## src/hdl/urld_pkg.sv

```systemverilog
// Shared types and constants for the USB receive length-header deframer.
`timescale 1ns / 1ps

package urld_pkg;

    // Defaults for the top-level parameters and configuration register
    localparam int LEN_BITS_DEFAULT      = 11;
    localparam int MAX_ACCEPT_LEN_RESET  = 1514;

    // Header layout: length in the low bits, its complement from bit 16 up
    localparam int CPL_SHIFT             = 16;
    localparam int HDR_LOW_BITS          = 24;
    localparam logic [1:0] HDR_LAST_IDX  = 2'd3;

    // Parser phase
    typedef enum logic [1:0] {
        PH_HEADER  = 2'd0,
        PH_PAYLOAD = 2'd1,
        PH_PAD     = 2'd2,
        PH_DISCARD = 2'd3
    } phase_t;

    // Frame status codes
    typedef enum logic [2:0] {
        ST_OK         = 3'd0,
        ST_MALFORMED  = 3'd1,
        ST_INCOMPLETE = 3'd2,
        ST_TRUNCATED  = 3'd3,
        ST_TOOLONG    = 3'd4
    } status_t;

endpackage

```

## src/hdl/usb_rx_length_header_deframer.sv

```systemverilog
// Length-header deframer: parses 4-byte headers and forwards packet payload bytes.
`timescale 1ns / 1ps

// Usage
//   s_axis carries the received byte stream, one byte per item; s_axis_tlast
//   marks the last byte currently available (end of burst). Each packet opens
//   with a 4-byte little-endian header whose low LEN_BITS bits give the length
//   and whose bits from 16 up hold its complement. Payload bytes come out on
//   m_axis with tuser[0] set; the item that ends a packet or reports an error
//   carries tlast, a status in tuser[3:1] and the header length in tdata.
//   Odd-length packets are followed by one pad byte, which is skipped.
//   Packets longer than max_accept_len (cfg_we / cfg_wdata) are consumed and
//   reported with a too-long status only, or a truncated one if the burst ends first.
//   The result item of an accepted byte is registered and is shown in the
//   next cycle. One byte per cycle is accepted while m_axis is not stalled;
//   the single output register takes a new result in the same cycle the old one leaves.
//   Reset clears the parser to the header phase and loads max_accept_len with
//   1514. When the receiver stalls, the output register holds its item and
//   s_axis_tready drops only while that register is full and not drained.
module usb_rx_length_header_deframer #(
    parameter int LEN_BITS = urld_pkg::LEN_BITS_DEFAULT
) (
    input  logic                    clk,
    input  logic                    rst_n,
    // Configuration: max_accept_len
    input  logic                    cfg_we,
    input  logic [LEN_BITS-1:0]     cfg_wdata,
    // Received byte stream
    input  logic                    s_axis_tvalid,
    output logic                    s_axis_tready,
    input  logic [7:0]              s_axis_tdata,   // [7:0] rx_byte
    input  logic                    s_axis_tlast,   // burst_end
    // Result stream
    output logic                    m_axis_tvalid,
    input  logic                    m_axis_tready,
    output logic [((8+LEN_BITS+7)/8)*8-1:0] m_axis_tdata,
                                    // [7:0] payload_byte, [8+LEN_BITS-1:8] frame_length
    output logic                    m_axis_tlast,   // frame_end
    output logic [3:0]              m_axis_tuser    // [0] data_valid, [3:1] frame_status
);

    localparam int TDATA_W = ((8 + LEN_BITS + 7) / 8) * 8;

    // Parser state
    urld_pkg::phase_t                  phase_reg, phase_next;
    logic [urld_pkg::HDR_LOW_BITS-1:0] hdr_reg, hdr_next;
    logic [LEN_BITS-1:0]               idx_reg, idx_next;
    logic [LEN_BITS-1:0]               pkt_len_reg, pkt_len_next;
    logic                              drop_reg, drop_next;
    logic [LEN_BITS-1:0]               max_len_reg;

    // Output register
    logic                              out_valid_reg;
    logic                              out_dv_reg;
    logic [7:0]                        out_byte_reg;
    logic                              out_end_reg;
    urld_pkg::status_t                 out_status_reg;
    logic [LEN_BITS-1:0]               out_len_reg;

    // Result of the current item
    logic                              res_valid;
    logic                              res_dv;
    logic [7:0]                        res_byte;
    logic                              res_end;
    urld_pkg::status_t                 res_status;
    logic [LEN_BITS-1:0]               res_len;

    // Decode helpers
    logic                              accept;
    logic [7:0]                        in_byte;
    logic                              in_last;
    logic [31:0]                       hdr_word;
    logic [LEN_BITS-1:0]               hdr_len;
    logic [LEN_BITS-1:0]               hdr_cpl;
    logic                              hdr_done;
    logic                              hdr_bad;
    logic                              hdr_zero;
    logic [LEN_BITS:0]                 idx_inc;
    logic                              pay_end;

    assign in_byte  = s_axis_tdata;
    assign in_last  = s_axis_tlast;
    assign s_axis_tready = !out_valid_reg || m_axis_tready;
    assign accept   = s_axis_tvalid && s_axis_tready;

    // Header word and length check
    assign hdr_word = {in_byte, hdr_reg};
    assign hdr_len  = hdr_word[LEN_BITS-1:0];
    assign hdr_cpl  = ~hdr_word[urld_pkg::CPL_SHIFT +: LEN_BITS];
    assign hdr_done = (idx_reg[1:0] == urld_pkg::HDR_LAST_IDX);
    assign hdr_bad  = (hdr_cpl != hdr_len);
    assign hdr_zero = (hdr_len == '0);

    // Payload position
    assign idx_inc  = {1'b0, idx_reg} + (LEN_BITS+1)'(1);
    assign pay_end  = (idx_inc >= {1'b0, pkt_len_reg});

    // Next parser state
    always_comb
    begin
        phase_next   = phase_reg;
        hdr_next     = hdr_reg;
        idx_next     = idx_reg;
        pkt_len_next = pkt_len_reg;
        drop_next    = drop_reg;
        unique case (phase_reg)
            urld_pkg::PH_HEADER:
            begin
                if (!hdr_done)
                begin
                    unique case (idx_reg[1:0])
                        2'd0:    hdr_next[7:0]   = in_byte;
                        2'd1:    hdr_next[15:8]  = in_byte;
                        default: hdr_next[23:16] = in_byte;
                    endcase
                    idx_next = idx_reg + LEN_BITS'(1);
                    if (in_last)
                    begin
                        hdr_next = '0;
                        idx_next = '0;
                    end
                end
                else
                begin
                    hdr_next = '0;
                    idx_next = '0;
                    priority if (hdr_bad)
                        phase_next = in_last ? urld_pkg::PH_HEADER : urld_pkg::PH_DISCARD;
                    else if (hdr_zero || in_last)
                        phase_next = urld_pkg::PH_HEADER;
                    else
                    begin
                        pkt_len_next = hdr_len;
                        drop_next    = (hdr_len > max_len_reg);
                        phase_next   = urld_pkg::PH_PAYLOAD;
                    end
                end
            end
            urld_pkg::PH_PAYLOAD:
            begin
                priority if (pay_end)
                begin
                    idx_next   = '0;
                    drop_next  = 1'b0;
                    phase_next = (pkt_len_reg[0] && !in_last) ? urld_pkg::PH_PAD
                                                              : urld_pkg::PH_HEADER;
                end
                else if (in_last)
                begin
                    idx_next   = '0;
                    drop_next  = 1'b0;
                    phase_next = urld_pkg::PH_HEADER;
                end
                else
                begin
                    idx_next = idx_inc[LEN_BITS-1:0];
                end
            end
            urld_pkg::PH_PAD:
            begin
                phase_next = urld_pkg::PH_HEADER;
            end
            default:
            begin
                if (in_last)
                    phase_next = urld_pkg::PH_HEADER;
            end
        endcase
    end

    // Result of the current item
    always_comb
    begin
        res_valid  = 1'b0;
        res_dv     = 1'b0;
        res_byte   = '0;
        res_end    = 1'b0;
        res_status = urld_pkg::ST_OK;
        res_len    = '0;
        unique case (phase_reg)
            urld_pkg::PH_HEADER:
            begin
                if (!hdr_done)
                begin
                    if (in_last)
                    begin
                        res_valid  = 1'b1;
                        res_end    = 1'b1;
                        res_status = urld_pkg::ST_INCOMPLETE;
                    end
                end
                else
                begin
                    priority if (hdr_bad)
                    begin
                        res_valid  = 1'b1;
                        res_end    = 1'b1;
                        res_status = urld_pkg::ST_MALFORMED;
                        res_len    = hdr_len;
                    end
                    else if (hdr_zero)
                    begin
                        res_valid  = 1'b1;
                        res_end    = 1'b1;
                    end
                    else if (in_last)
                    begin
                        res_valid  = 1'b1;
                        res_end    = 1'b1;
                        res_status = urld_pkg::ST_TRUNCATED;
                        res_len    = hdr_len;
                    end
                    else
                    begin
                        // Good header: the payload follows, no result yet
                        res_valid  = 1'b0;
                    end
                end
            end
            urld_pkg::PH_PAYLOAD:
            begin
                priority if (pay_end)
                begin
                    res_valid = 1'b1;
                    res_end   = 1'b1;
                    res_len   = pkt_len_reg;
                    if (drop_reg)
                        res_status = urld_pkg::ST_TOOLONG;
                    else
                    begin
                        res_dv   = 1'b1;
                        res_byte = in_byte;
                    end
                end
                else if (in_last)
                begin
                    res_valid  = 1'b1;
                    res_end    = 1'b1;
                    res_status = urld_pkg::ST_TRUNCATED;
                    res_len    = pkt_len_reg;
                end
                else if (!drop_reg)
                begin
                    res_valid = 1'b1;
                    res_dv    = 1'b1;
                    res_byte  = in_byte;
                end
                else
                begin
                    // Swallow the bytes of a too-long packet
                    res_valid = 1'b0;
                end
            end
            default:
            begin
                res_valid = 1'b0;
            end
        endcase
    end

    // Advance parser state on each accepted item
    always_ff @(posedge clk or negedge rst_n)
    begin
        if (!rst_n)
        begin
            phase_reg   <= urld_pkg::PH_HEADER;
            hdr_reg     <= '0;
            idx_reg     <= '0;
            pkt_len_reg <= '0;
            drop_reg    <= 1'b0;
        end
        else if (accept)
        begin
            phase_reg   <= phase_next;
            hdr_reg     <= hdr_next;
            idx_reg     <= idx_next;
            pkt_len_reg <= pkt_len_next;
            drop_reg    <= drop_next;
        end
    end

    // Hold the acceptance limit
    always_ff @(posedge clk or negedge rst_n)
    begin
        if (!rst_n)
            max_len_reg <= LEN_BITS'(urld_pkg::MAX_ACCEPT_LEN_RESET);
        else if (cfg_we)
            max_len_reg <= cfg_wdata;
    end

    // Load a new result or drain the held one
    always_ff @(posedge clk or negedge rst_n)
    begin
        if (!rst_n)
            out_valid_reg <= 1'b0;
        else if (accept && res_valid)
            out_valid_reg <= 1'b1;
        else if (m_axis_tready)
            out_valid_reg <= 1'b0;
    end

    // Capture result payload
    always_ff @(posedge clk)
    begin
        if (accept && res_valid)
        begin
            out_dv_reg     <= res_dv;
            out_byte_reg   <= res_byte;
            out_end_reg    <= res_end;
            out_status_reg <= res_status;
            out_len_reg    <= res_len;
        end
    end

    assign m_axis_tvalid = out_valid_reg;
    assign m_axis_tdata  = TDATA_W'({out_len_reg, out_byte_reg});
    assign m_axis_tlast  = out_end_reg;
    assign m_axis_tuser  = {out_status_reg, out_dv_reg};

    // A delivered byte never carries an error status
    assert property (@(posedge clk) disable iff (!rst_n)
        m_axis_tvalid && m_axis_tuser[0] |-> m_axis_tuser[3:1] == urld_pkg::ST_OK)
        else $error("data byte delivered with error status");

    // A mid-packet byte carries no status and no length
    assert property (@(posedge clk) disable iff (!rst_n)
        m_axis_tvalid && !m_axis_tlast |-> m_axis_tuser[3:1] == urld_pkg::ST_OK
            && out_len_reg == '0 && m_axis_tuser[0])
        else $error("non-final result without data");

    // The payload counter stays below the packet length
    assert property (@(posedge clk) disable iff (!rst_n)
        phase_reg == urld_pkg::PH_PAYLOAD |-> idx_reg < pkt_len_reg && pkt_len_reg != '0)
        else $error("payload index out of range");

    // The header counter stays within the four header bytes
    assert property (@(posedge clk) disable iff (!rst_n)
        phase_reg != urld_pkg::PH_PAYLOAD |-> idx_reg <= LEN_BITS'(3))
        else $error("header index out of range");

    // The end of a burst always returns the parser to the header phase
    assert property (@(posedge clk) disable iff (!rst_n)
        accept && s_axis_tlast |=> phase_reg == urld_pkg::PH_HEADER && idx_reg == '0)
        else $error("parser not reset at burst end");

endmodule
```

## config.mk

```make
export PLATFORM = sky130hd
export DESIGN_NAME = usb_rx_length_header_deframer
export DESIGN_NICKNAME = d
export VERILOG_FILES = /design/src/hdl/urld_pkg.sv /design/src/hdl/usb_rx_length_header_deframer.sv
export SDC_FILE = /design/constraint.sdc
export NUM_CORES = 1
export LEC_CHECK = 0
export BUFFER_PORTS_ARGS = -buffer_cell sky130_fd_sc_hd__buf_4
export CELL_PAD_IN_SITES_DETAIL_PLACEMENT = 2
export CELL_PAD_IN_SITES_GLOBAL_PLACEMENT = 2
export CORE_ASPECT_RATIO = 1.4
export CORE_MARGIN = 8
export CORE_UTILIZATION = 37
export CTS_BUF_LIST = sky130_fd_sc_hd__clkbuf_8
export DETAILED_ROUTE_END_ITERATION = 8
export PLACE_DENSITY_LB_ADDON = 0.05
export SETUP_SLACK_MARGIN = 0.4
export SLEW_MARGIN = 20
export SYNTH_ARGS = -nofsm -noshare
export SYNTH_HDL_FRONTEND = slang
export SYNTH_SLANG_ARGS = --single-unit
```

## constraint.sdc

```tcl
create_clock -name clk -period 6.5 [get_ports clk]
set_input_delay 0.65 -clock clk [delete_from_list [all_inputs] [get_ports clk]]
set_output_delay 0.65 -clock clk [all_outputs]
set_load 0.005 [all_outputs]
```

[Yosys cells after proc, flatten, opt, wreduce, memory -nomap -nowiden]
Cells that the tools add are included.
Word-level totals
  register bits: 80
  output and inout port bits: 31
Cells by class
  eq/ne operators: 10
  add/sub/neg operators: 2
  reductions and logical operators: 22
  magnitude comparators: 2
  bitwise logic cells: 3
  mux-type cells: 56
Operator list (count)
  $mux 11: 10
  $mux 24: 2
  $mux 8: 6
  $pmux 11 s2: 2
  $mux 2: 10
  $mux 1: 18
  $add 11x1->12 const B: 1
  $ge 12x11->1: 1
  $add 11x1->11 const B: 1
  $gt 11x11->1: 1
  $logic_not 11->1: 1
  $ne 11x11->1: 1
  $not 11->11: 1
  $mux 3: 3
  $reduce_and 3->1: 3
  $ne 2x2->1 const B: 3
  $pmux 1 s2: 3
  $pmux 2 s3: 1
  $pmux 3 s2: 1
  $reduce_and 6->1: 1
  $reduce_bool 3->1: 2
  $reduce_and 5->1: 1
  $eq 2x1->1 const B: 2
  $eq 2x2->1 const B: 2
  10 further kinds: 18

[Depth between registers and ports, before layout]
Gate-level depths: netlist of run 1.
  depth in word-level cells: 7
  gate-level depth with buffers: 13
  depth with buffers taken out: 13

[Least setup slack after synthesis of run 1]
OpenSTA, ideal clock, no wires.
  kind: reg-to-reg
  start: register idx_reg[0]
  end: register out_end_reg (netlist: m_axis_tlast), enable pin
  arrival time: 3080 ps
  setup slack: 3120 ps
  buffers on the path: 0
  stages on the path, launching flop included: 14
  cells stage by stage: dfrtp_1 -> ha_1 -> nand3_1 -> nor2_1 -> nand2_1 -> nor2_1 -> xor2_1 -> ha_1 -> and3_1 -> a221o_1 -> a31o_2 -> a211oi_4 -> nand2_1 -> a31o_2
Between the ends
  cells in the longest elaborated chain, start to end: 5
  elaborated cells on any way between the ends: 7
  those cells by class: add/sub: 1; order compare: 1; eq/ne: 1; mux: 3; reduce/logical: 1
Ends and longest elaborated chain
  from (decl): line usb_rx_length_header_deframer.sv:47  | logic [LEN_BITS-1:0] idx_reg, idx_next;
  from (signal assigned): line usb_rx_length_header_deframer.sv:276  | idx_reg <= idx_next;
  $add 11x1->12: line usb_rx_length_header_deframer.sv:95  | assign idx_inc = {1'b0, idx_reg} + (LEN_BITS+1)'(1);
  $ge 12x11->1: line usb_rx_length_header_deframer.sv:96  | assign pay_end = (idx_inc >= {1'b0, pkt_len_reg});
  $mux 1: line usb_rx_length_header_deframer.sv:222  | priority if (pay_end)
  $pmux 1 s2 (*): line usb_rx_length_header_deframer.sv:180  | unique case (phase_reg)
  $logic_and 1x1->1 (*): line usb_rx_length_header_deframer.sv:305  | if (accept && res_valid)
  to (signal assigned): line usb_rx_length_header_deframer.sv:309  | out_end_reg <= res_end;
  to (decl): line usb_rx_length_header_deframer.sv:56  | logic out_end_reg;
Every way passes the cells marked *; elsewhere a longest branch is shown, timed or not.
A chain may end at the register's enable or synchronous reset.

[Final worst setup path of run 1]
  start: register idx_reg[0]
  end: register out_len_reg[7], enable pin
Between the ends
  cells in the longest elaborated chain, start to end: 5
  elaborated cells on any way between the ends: 7
  those cells by class: add/sub: 1; order compare: 1; eq/ne: 1; mux: 3; reduce/logical: 1
Ends and longest elaborated chain
  $add 11x1->12: line usb_rx_length_header_deframer.sv:95
  $ge 12x11->1: line usb_rx_length_header_deframer.sv:96
  $mux 1: line usb_rx_length_header_deframer.sv:222
  $pmux 1 s2 (*): line usb_rx_length_header_deframer.sv:180
  $logic_and 1x1->1 (*): line usb_rx_length_header_deframer.sv:305
  to (signal assigned): line usb_rx_length_header_deframer.sv:311  | out_len_reg <= res_len;
  to (decl): line usb_rx_length_header_deframer.sv:58  | logic [LEN_BITS-1:0] out_len_reg;
Marked as above.

==> results_dict.tcl, run 1 <==
set metrics [dict create \
    status "completed" \
    synthMuxAreaShare 0.0341 \
    critical_path.top_delay_family "compound AO/OA/AOI/OAI gates" \
    start_kind "flop" \
    die-area_um2 15200 \
    syn_area_um2 4250 \
    yosys.area_share.simple 0.151 \
    grt_max_degree 57 \
    cts_resized 0 \
    drt_first_iter_violations 173 \
    postSynthCellCount 412 \
    clkTransAtPathRegs_ns 0.09 \
    layout_min_cycle_time_ns 4.17 \
    htree_levels 3 \
    die_w_um 107 \
    ir_drop_v 0.000155 \
    grt-ovfl-total 0 \
    final_common_cell "nand2_1" \
    finalSetupTns_ns 0 \
    antenna_found_initial 0 \
    antennaDiodeCount 0 \
    gp_congestion 0.839 \
    cp.depth 13 \
    crit_required_ns 6.54 \
    cts_tree "done" \
    clock_sinks 80 \
    endpoint "out_len_reg[7]" \
    worstPathCellList "ha_1 > nand3_1 > nor2_1 > nand2_1 > nor2_1 > xor2_1 > ha_1 > and3_1 > a221o_1 > a31o_2 > a211oi_4 > nand2_1 > a31o_2" \
    worst_setup_path_end_kind "flop" \
    cp.arrival_ns 4.21 \
    mostFrequentLayoutCells "55 x nand2_1, 50 x buf_4, 49 x dfrtp_1" \
    r2r-start "idx_reg[0]" \
    ys.flop_type "dfrtp_1" \
    first_global_vias 3778 \
    io_pins 56 \
    synth_edf_count 24 \
    drt-pass1-iter-count 4 \
    grt_pass1_wl_mm 20.1 \
    async_flop_share 0.700 \
    ant_nets 0 \
    synth-compound-area-share 0.141 \
    core_region_area_um2 11300 \
    fmax_mhz 240 \
    wire_per_inst_um 20.3 \
    maxSlewHeadroom 0.378 \
    synth_area_leaders "dfrtp_1 29%, edfxtp_1 17%, ha_1 7.4%, nand2_1 4.9%, dfstp_2 4.3%" \
    drv_slew 0 \
    critPathMaxFanout 24 \
    portBuffers 50 \
    finClkSkew_ns 0.0123 \
    route.detailed.drc 0 \
    clockBufferDepth 2 \
    path_class "reg -> reg" \
    largest_reg_flops 19 \
    drive_above_1_share 0.206 \
    synth_warnings 0 \
    rsz0062_at_grt "false" \
    synth_top_family_by_area "simple AND/OR/NAND/NOR gates" \
    timing.final.hold_violations 0 \
    p_total_mw 1.69 \
    synthAdderAreaFrac 0.0735 \
    yosysSeqAreaShare 0.501 \
    post-cts-setup-buffers 0 \
    hold_path.class "in -> async" \
    synth_top_area_frac 0.288 \
    worst_pin_slew_ns 0.930 \
    setup_viol 0 \
    grt.total_usage 0.172 \
    critPathBufInv 0 \
    drv_cap 0 \
    avgSynthCellArea_um2 10.3 \
    critPathSlowestCell "a31o_2" \
    clock_tree.root_cell "clkbuf_8" \
    synth_seq_cells 80 \
    cts_made_buffers 9 \
    reg2reg_to "out_len_reg[7]" \
    max_stage_delay_ns 0.48 \
    r2r_slack_ns 2.33 \
    drt-total-wl_mm 12.3 \
    leakagePower_nw 2.17 \
    fin_nets 510 \
    p_per_area_nw_per_um2 343 \
    ys_types 50 \
    syn_to_final_growth_pct 15.9 \
    postCtsHoldBufs 0 \
    yosysTopAreaCell "dfrtp_1" \
    start_util 0.377 \
    timing.final.crit_share 0.641 \
    reg2reg_depth 13 \
    dp_hpwl_mm 9.25 \
    die_h_um 143 \
    cp-startpoint "idx_reg[0]" \
    dr_total_vias 3283 \
    routed_via_density 5.39 \
    synth-xor-area-share 0.0535 \
    rows 46 \
    worstSkewPairLatency_ns 0.37 \
]
## power by group
| part | switching [mW] | internal (mW) |
|---|---|---|
| clock network | 0.204 | 0.177 |
| logic | 0.319 | 0.232 |
| registers | 0.116 | 0.640 |
## layer usage
metal	wire length (µm)	vias to the layer above	global-route usage
met5	0	-	0
met2	6790	55	0.318
li1	-	1535	-
met4	244	0	0.0625
met1	4910	1677	0.184
met3	404	16	0.0392
## how the worst min path moves through the flow
stage	slack, ns	from	end	cells past startpoint
after CTS	0.36	rst_n	phase_reg[1]	1
after floorplan	0.35	rst_n	drop_reg	0
after global placement	0.48	hdr_reg[21]	hdr_reg[21]	2
after global routing	0.39	rst_n	phase_reg[1]	1
final	0.34	rst_n	phase_reg[1]	1
after detailed placement	0.49	pkt_len_reg[10]	pkt_len_reg[10]	1
## cell families after synthesis
logic type | count (synthesis)
muxes | 13
AOI/OAI and AO/OA | 87
xor gates and xnor gates | 26
adders and majority gates | 25
and+or+nand+nor | 137
DFF | 80
buffers and inverters | 43
other | 1
## final cells by class
type	count	area [µm²]
Clock buffer	9	124
Clock inverter	7	71.3
Fill cell	1272	6350
Inverter	26	97.6
Multi-Input combinational cell	293	1950
Sequential cell	80	2130
Tap cell	144	180
Timing Repair Buffer	50	375
## synthesized netlist by cell type, types with 3 or more instances
master    count
a21o_1        4
a21oi_1       7
a22o_1       13
and2_1       10
and3_1        4
buf_4         6
clkbuf_1      9
dfrtp_1      49
dfstp_2       7
edfxtp_1     24
ha_1         25
inv_1        26
mux2_2       12
nand2_1      55
nand2b_1      5
nand3_1      11
nor2_1       24
nor2b_1       5
nor3_1        8
nor4_1        7
o21ai_0      35
o22ai_1       3
xnor2_1      18
xor2_1        8
## stage by stage
stage | std cells | hold slack, ns | worst slack (ns) | utilization | area (µm²)
after floorplan | 416 | 0.354 | 3.12 | - | 4270
after global placement | 593 | 0.483 | 2.49 | 0.419 | 4730
after detailed placement | 593 | 0.495 | 2.31 | 0.419 | 4730
after CTS | 609 | 0.359 | 2.27 | 0.437 | 4930
after global routing | 609 | 0.387 | 1.96 | 0.437 | 4930
final | 609 | 0.335 | 2.33 | 0.437 | 4930
Note: power is estimated with default switching activity, not from simulation.
==> run 2, diff against run 1 <==
--- a/config.mk
+++ b/config.mk
@@ -5,12 +5,13 @@
 export SDC_FILE = /design/constraint.sdc
 export NUM_CORES = 1
 export LEC_CHECK = 0
+export ABC_AREA = 1
 export BUFFER_PORTS_ARGS = -buffer_cell sky130_fd_sc_hd__buf_4
 export CELL_PAD_IN_SITES_DETAIL_PLACEMENT = 2
 export CELL_PAD_IN_SITES_GLOBAL_PLACEMENT = 2
 export CORE_ASPECT_RATIO = 1.4
 export CORE_MARGIN = 8
-export CORE_UTILIZATION = 37
+export CORE_UTILIZATION = 33
 export CTS_BUF_LIST = sky130_fd_sc_hd__clkbuf_8
 export DETAILED_ROUTE_END_ITERATION = 8
 export PLACE_DENSITY_LB_ADDON = 0.05
==> constraint.sdc (replaced) <==
create_clock -name clk -period 3.5 [get_ports clk]
set_input_delay 0.35 -clock clk [delete_from_list [all_inputs] [get_ports clk]]
set_output_delay 0.35 -clock clk [all_outputs]
set_load 0.005 [all_outputs]
==> results_dict.tcl, run 2 <==
set metrics [dict create \
    status "completed" \
    synth_area_leaders "dfrtp_1 27%, edfxtp_1 16%, nand2_1 11%, ha_1 6.8%, inv_1 6.6%" \
    die_h_um 156 \
    start_kind "flop" \
    grt-ovfl-total 0 \
    p_per_area_nw_per_um2 607 \
    portBuffers 50 \
    path_class "reg -> reg" \
    rows 51 \
    drv_slew 0 \
    die-area_um2 18100 \
    leakagePower_nw 2.70 \
    maxSlewHeadroom 0.436 \
    synth_warnings 0 \
    avgSynthCellArea_um2 8.36 \
    critical_path.top_delay_family "simple AND/OR/NAND/NOR gates" \
    synth_top_area_frac 0.265 \
    clockBufferDepth 2 \
    grt_pass1_wl_mm 23.9 \
    placedInstanceArea_um2 5170 \
    clock_sinks 80 \
    drv_cap 0 \
    hold_path.class "in -> async" \
    clkTransAtPathRegs_ns 0.09 \
    route.detailed.drc 0 \
    mostFrequentLayoutCells "132 x nand2_1, 83 x inv_1, 62 x buf_4" \
    finalSetupTns_ns 0 \
    ant_nets 0 \
    rsz0062_at_grt "false" \
    yosys.cell_count.top_type "nand2_1" \
    worst_setup_path_end_kind "flop" \
    io_pins 56 \
    cp.arrival_ns 3.00 \
    max_stage_delay_ns 0.40 \
    antennaDiodeCount 0 \
    antenna_found_initial 0 \
    timing.final.crit_share 0.840 \
    crit_top_cell "nand2_1" \
    async_flop_share 0.700 \
    drt-total-wl_mm 15.3 \
    drive_above_1_share 0.223 \
    drt_first_iter_violations 114 \
    fmax_mhz 340 \
    cts_tree "done" \
    gp_congestion 0.785 \
    worst_pin_slew_ns 0.843 \
    dr_total_vias 3958 \
    drt-pass1-iter-count 4 \
    ys.flop_type "dfrtp_1" \
    ys_types 42 \
    grt.total_usage 0.175 \
    synth_edf_count 24 \
    synth_seq_cells 80 \
    fin_cells 803 \
    postSynthCellCount 553 \
    syn_area_um2 4620 \
    critPathMaxFanout 11 \
    hold_slack_ns 0.0604 \
    final_common_cell "nand2_1" \
    largest_reg_flops 19 \
    timing.final.hold_violations 0 \
    yosysTopAreaCell "dfrtp_1" \
    cts_made_buffers 9 \
    fin_nets 663 \
    yosysSeqAreaShare 0.461 \
    critPathSlowestCell "dfrtp_2" \
    finClkSkew_ns 0.0141 \
    worstSkewPairLatency_ns 0.35 \
    wire_per_inst_um 19.0 \
    crit_required_ns 3.56 \
    die_w_um 116 \
    first_global_vias 4453 \
    clock_tree.root_cell "clkbuf_8" \
    htree_levels 3 \
    ir_drop_v 0.000235 \
    dp_hpwl_mm 11.9 \
    final_area_um2 5520 \
    setup_viol 0 \
    netlist_top_cells_count "135 x nand2_1, 81 x inv_1, 60 x nor2_1" \
    dpl.cell_count 778 \
    worstPathCellList "ha_4 > nand2_1 > inv_1 > nand2_1 > inv_1 > nand4_1 > xnor2_2 > ha_4 > nand3_1 > nor2_2 > nand3_2 > nand3_4 > o21ai_1 > nand2_1 > nand2_2 > clkinvlp_4 > buf_4" \
    syn_to_final_growth_pct 19.3 \
    grt_max_degree 57 \
    critPathBufInv 4 \
    start_util 0.335 \
    core_region_area_um2 13800 \
    layout_min_cycle_time_ns 2.94 \
    routed_via_density 4.93 \
]
run 2: changes by cell type in the layout (fill, tap and decap cells not counted), sizes merged, moves of 14 or more:
cell   delta
buf      +14
inv      +57
nand2    +80
nand3    +29
nor2     +42
xnor2    -14
o21ai    +16
run 2: what timing repair did:
| item | 4_1_cts | 5_1_grt |
|---|---|---|
| pin swaps | 3 | 4 |
| setup endpoints to repair | 36 | 52 |
| buffers inserted | 4 | 5 |
| cloned | 0 | 0 |
| hold buffers | 0 | 0 |
| resized for setup | 8 | 10 |
run 2: power by group:
group | leakage (nW) | internal, mW | switching [mW]
Clock | 0.117 | 0.393 | 0.354
Combinational | 1.65 | 0.444 | 0.780
Sequential | 0.933 | 1.17 | 0.208
Total | 2.70 | 2.01 | 1.34
run 2: per-stage QoR:
stage / util / worst slack [ns] / total power, mW
CTS: 0.395 / 0.424 / 3.39
global route: 0.400 / 0.309 / 3.59
global placement: 0.375 / 0.291 / 2.52
floorplan: - / 0.414 / 2.06
finish: 0.400 / 0.561 / 3.35
detailed placement: 0.375 / 0.0477 / 2.60
run 2: cells by family (layout without fill, tap and decap cells):
kind of cell,after synthesis,in the layout,share of synthesized area
simple gates,258,258,0.247
buf+inv,101,162,0.0923
flops,80,80,0.461
compound gates,78,78,0.112
fa+ha+maj,25,25,0.0677
xor+xnor,9,9,0.0171
other cells,1,5,0.000811
mux,1,1,0.00244
run 2: metal layers:
layer / part of all wire / vias to the layer above / global-route usage
li1: - / 1888 / -
met1: 0.38 / 2006 / 0.179
met2: 0.58 / 47 / 0.352
met3: 0.021 / 17 / 0.0252
met4: 0.013 / 0 / 0.0459
met5: 0 / - / 0
run 2: path summary, 6_finish.rpt:
kind | to | slack, ns | from | depth (start not counted)
min in group clk | max_len_reg[6] | 0.20 | cfg_wdata[6] | 3
worst min-delay path | phase_reg[1] | 0.06 | rst_n | 1
worst max register to register | out_byte_reg[1] | 0.56 | idx_reg[0] | 17
max in group asynchronous | idx_reg[0] | 2.82 | rst_n | 1
worst min register to register | max_len_reg[6] | 0.49 | max_len_reg[6] | 2
worst max-delay path | out_byte_reg[1] | 0.56 | idx_reg[0] | 17
run 2: final cells by class:
class / instances / area [µm²]
clock buffer: 9 / 124
multi-input combinational: 376 / 2150
clock inverter: 7 / 81.3
fill: 1583 / 8270
inverter: 82 / 312
timing repair buffer: 64 / 488
sequential: 80 / 2130
tap: 185 / 231
==> run 3, diff against run 2 <==
--- a/config.mk
+++ b/config.mk
@@ -11,7 +11,7 @@
 export CELL_PAD_IN_SITES_GLOBAL_PLACEMENT = 2
 export CORE_ASPECT_RATIO = 1.4
 export CORE_MARGIN = 8
-export CORE_UTILIZATION = 33
+export CORE_UTILIZATION = 36
 export CTS_BUF_LIST = sky130_fd_sc_hd__clkbuf_8
 export DETAILED_ROUTE_END_ITERATION = 8
 export PLACE_DENSITY_LB_ADDON = 0.05
==> constraint.sdc (replaced) <==
create_clock -name clk -period 3 [get_ports clk]
set_input_delay 0.3 -clock clk [delete_from_list [all_inputs] [get_ports clk]]
set_output_delay 0.3 -clock clk [all_outputs]
set_load 0.005 [all_outputs]
==> results_dict.tcl, run 3 (same netlist as run 2, synthesis figures left out) <==
set metrics [dict create \
    dp_hpwl_mm 11.6 \
    clkTransAtPathRegs_ns 0.09 \
    ir_drop_v 0.000267 \
    postCtsHoldBufs 0 \
    worstPathCellList "inv_2 > nor2_4 > nand2_4 > nor3_4 > xor2_2 > ha_1 > nand2_1 > nand2_1 > a21oi_2 > nand2_1 > nor2_2 > nand3_4 > o21ai_2 > nand2_1 > nand2_2 > clkinvlp_4 > buf_12" \
    mostFrequentLayoutCells "125 x nand2_1, 78 x buf_4, 76 x inv_1" \
    status "complete, but fails checks" \
    die_h_um 150 \
    worst_setup_path_end_kind "flop" \
    antenna_found_initial 0 \
    leakagePower_nw 2.87 \
    clock_sinks 80 \
    hold_slack_ns -0.0141 \
    core_region_area_um2 12700 \
    finClkSkew_ns 0.0156 \
    crit_required_ns 3.12 \
    final_core_util 0.463 \
    route.detailed.drc 0 \
    grt.total_usage 0.193 \
    cts_tree "done" \
    p_per_area_nw_per_um2 705 \
    start_util 0.364 \
    rows 49 \
    finalWorstSetupSlack_ns 0.0692 \
    placedInstanceArea_um2 5220 \
    grt-ovfl-total 0 \
    timing.final.hold_violations 4 \
    reg2reg_depth 17 \
    antennaDiodeCount 0 \
    clockBufferDepth 2 \
    dp_slack_ns -0.0288 \
    final_common_cell "nand2_1" \
    violations "negative hold slack" \
    fmax_mhz 341 \
    drt_first_iter_violations 154 \
    grt_max_degree 57 \
    gp_congestion 0.830 \
    routed_via_density 5.11 \
    ant_nets 0 \
    grt_pass1_wl_mm 24.7 \
    drv_cap 0 \
    fin_cells 794 \
    syn_to_final_growth_pct 27.2 \
    io_pins 56 \
    die-area_um2 16800 \
    hold_path.class "in -> async" \
    rsz0062_at_grt "true" \
    cts_made_buffers 9 \
    dpl.cell_count 748 \
    wire_per_inst_um 20.1 \
    drv_slew 0 \
    critPathSlowestCell "dfrtp_2" \
    final_area_um2 5880 \
    dr_total_vias 4055 \
    maxSlewHeadroom 0.414 \
    fin_nets 686 \
    htree_levels 3 \
    drt-pass1-iter-count 6 \
    worstSkewPairLatency_ns 0.36 \
    layout_min_cycle_time_ns 2.93 \
    num-fill-cells 1426 \
    largest_reg_flops 19 \
    setup_viol 0 \
    timing.final.crit_share 0.977 \
    first_global_vias 4629 \
    portBuffers 50 \
    drt-total-wl_mm 16.0 \
    cp.depth 17 \
    cp.arrival_ns 3.05 \
    critPathBufInv 3 \
    crit_top_cell "nand2_1" \
    worst_pin_slew_ns 0.876 \
    start_kind "flop" \
    die_w_um 112 \
    critical_path.top_delay_family "simple AND/OR/NAND/NOR gates" \
    clock_tree.root_cell "clkbuf_8" \
    drive_above_1_share 0.303 \
    critPathMaxFanout 13 \
    max_stage_delay_ns 0.41 \
    path_class "reg -> reg" \
]
## run 3: cell count changes in the layout (fill, tap and decap cells not counted), moves of 4 or more
cell / before / now
nor2_1: 58 / 50
inv_1: 83 / 76
nor2_2: 5 / 10
buf_12: 0 / 4
buf_4: 62 / 78
nand2_1: 132 / 125
nand2_2: 3 / 9
inv_2: 1 / 8
## run 3: what timing repair did
item / CTS / global route
endpoints found under the setup margin: 62 / 63
setup buffers: 15 / 13
gates cloned: 1 / 1
hold endpoints to repair: 0 / 0
pin swaps: 15 / 13
resized for setup: 23 / 26
## run 3: worst paths after layout
check	start	endpoint	slack, ns
min	rst_n	phase_reg[1]	-0.01
max reg2reg	idx_reg[0]	out_len_reg[9]	0.07
min in group clk	cfg_wdata[9]	max_len_reg[9]	0.14
min reg2reg	pkt_len_reg[2]	pkt_len_reg[2]	0.49
max	idx_reg[0]	out_len_reg[9]	0.07
max in group asynchronous	rst_n	idx_reg[3]	2.40
## run 3: per-layer routing
metal | track usage | up-vias | routed length (µm)
met3 | 0.0299 | 22 | 297
met5 | 0 | - | 0
met1 | 0.195 | 2052 | 6110
met4 | 0.0734 | 0 | 398
li1 | - | 1934 | -
met2 | 0.385 | 47 | 9170
## run 3: layout make-up
type,count,area (µm²),share of cell area
clock buffer,9,124,0.0211
timing repair buffer,86,728,0.124
multi-input combinational,377,2280,0.388
clock inverter,7,106,0.0181
inverter,82,312,0.0530
sequential,80,2130,0.363
tap,153,191,0.0326
## run 3: report_power, final
group          switching [mW]  internal [mW]  leakage [nW]
clock                   0.413          0.544         0.127
combinational           0.969          0.610          1.82
sequential              0.243           1.36         0.931
## run 3: stage by stage
stage / power [mW] / TNS, ns / hold slack, ns
floorplan: 2.42 / 0 / 0.00441
global placement: 2.97 / 0 / 0.430
detailed placement: 3.06 / -0.552 / 0.428
CTS: 4.13 / 0 / 0.0332
global route: 4.40 / -1.32 / 0.0416
finish: 4.14 / 0 / -0.0141
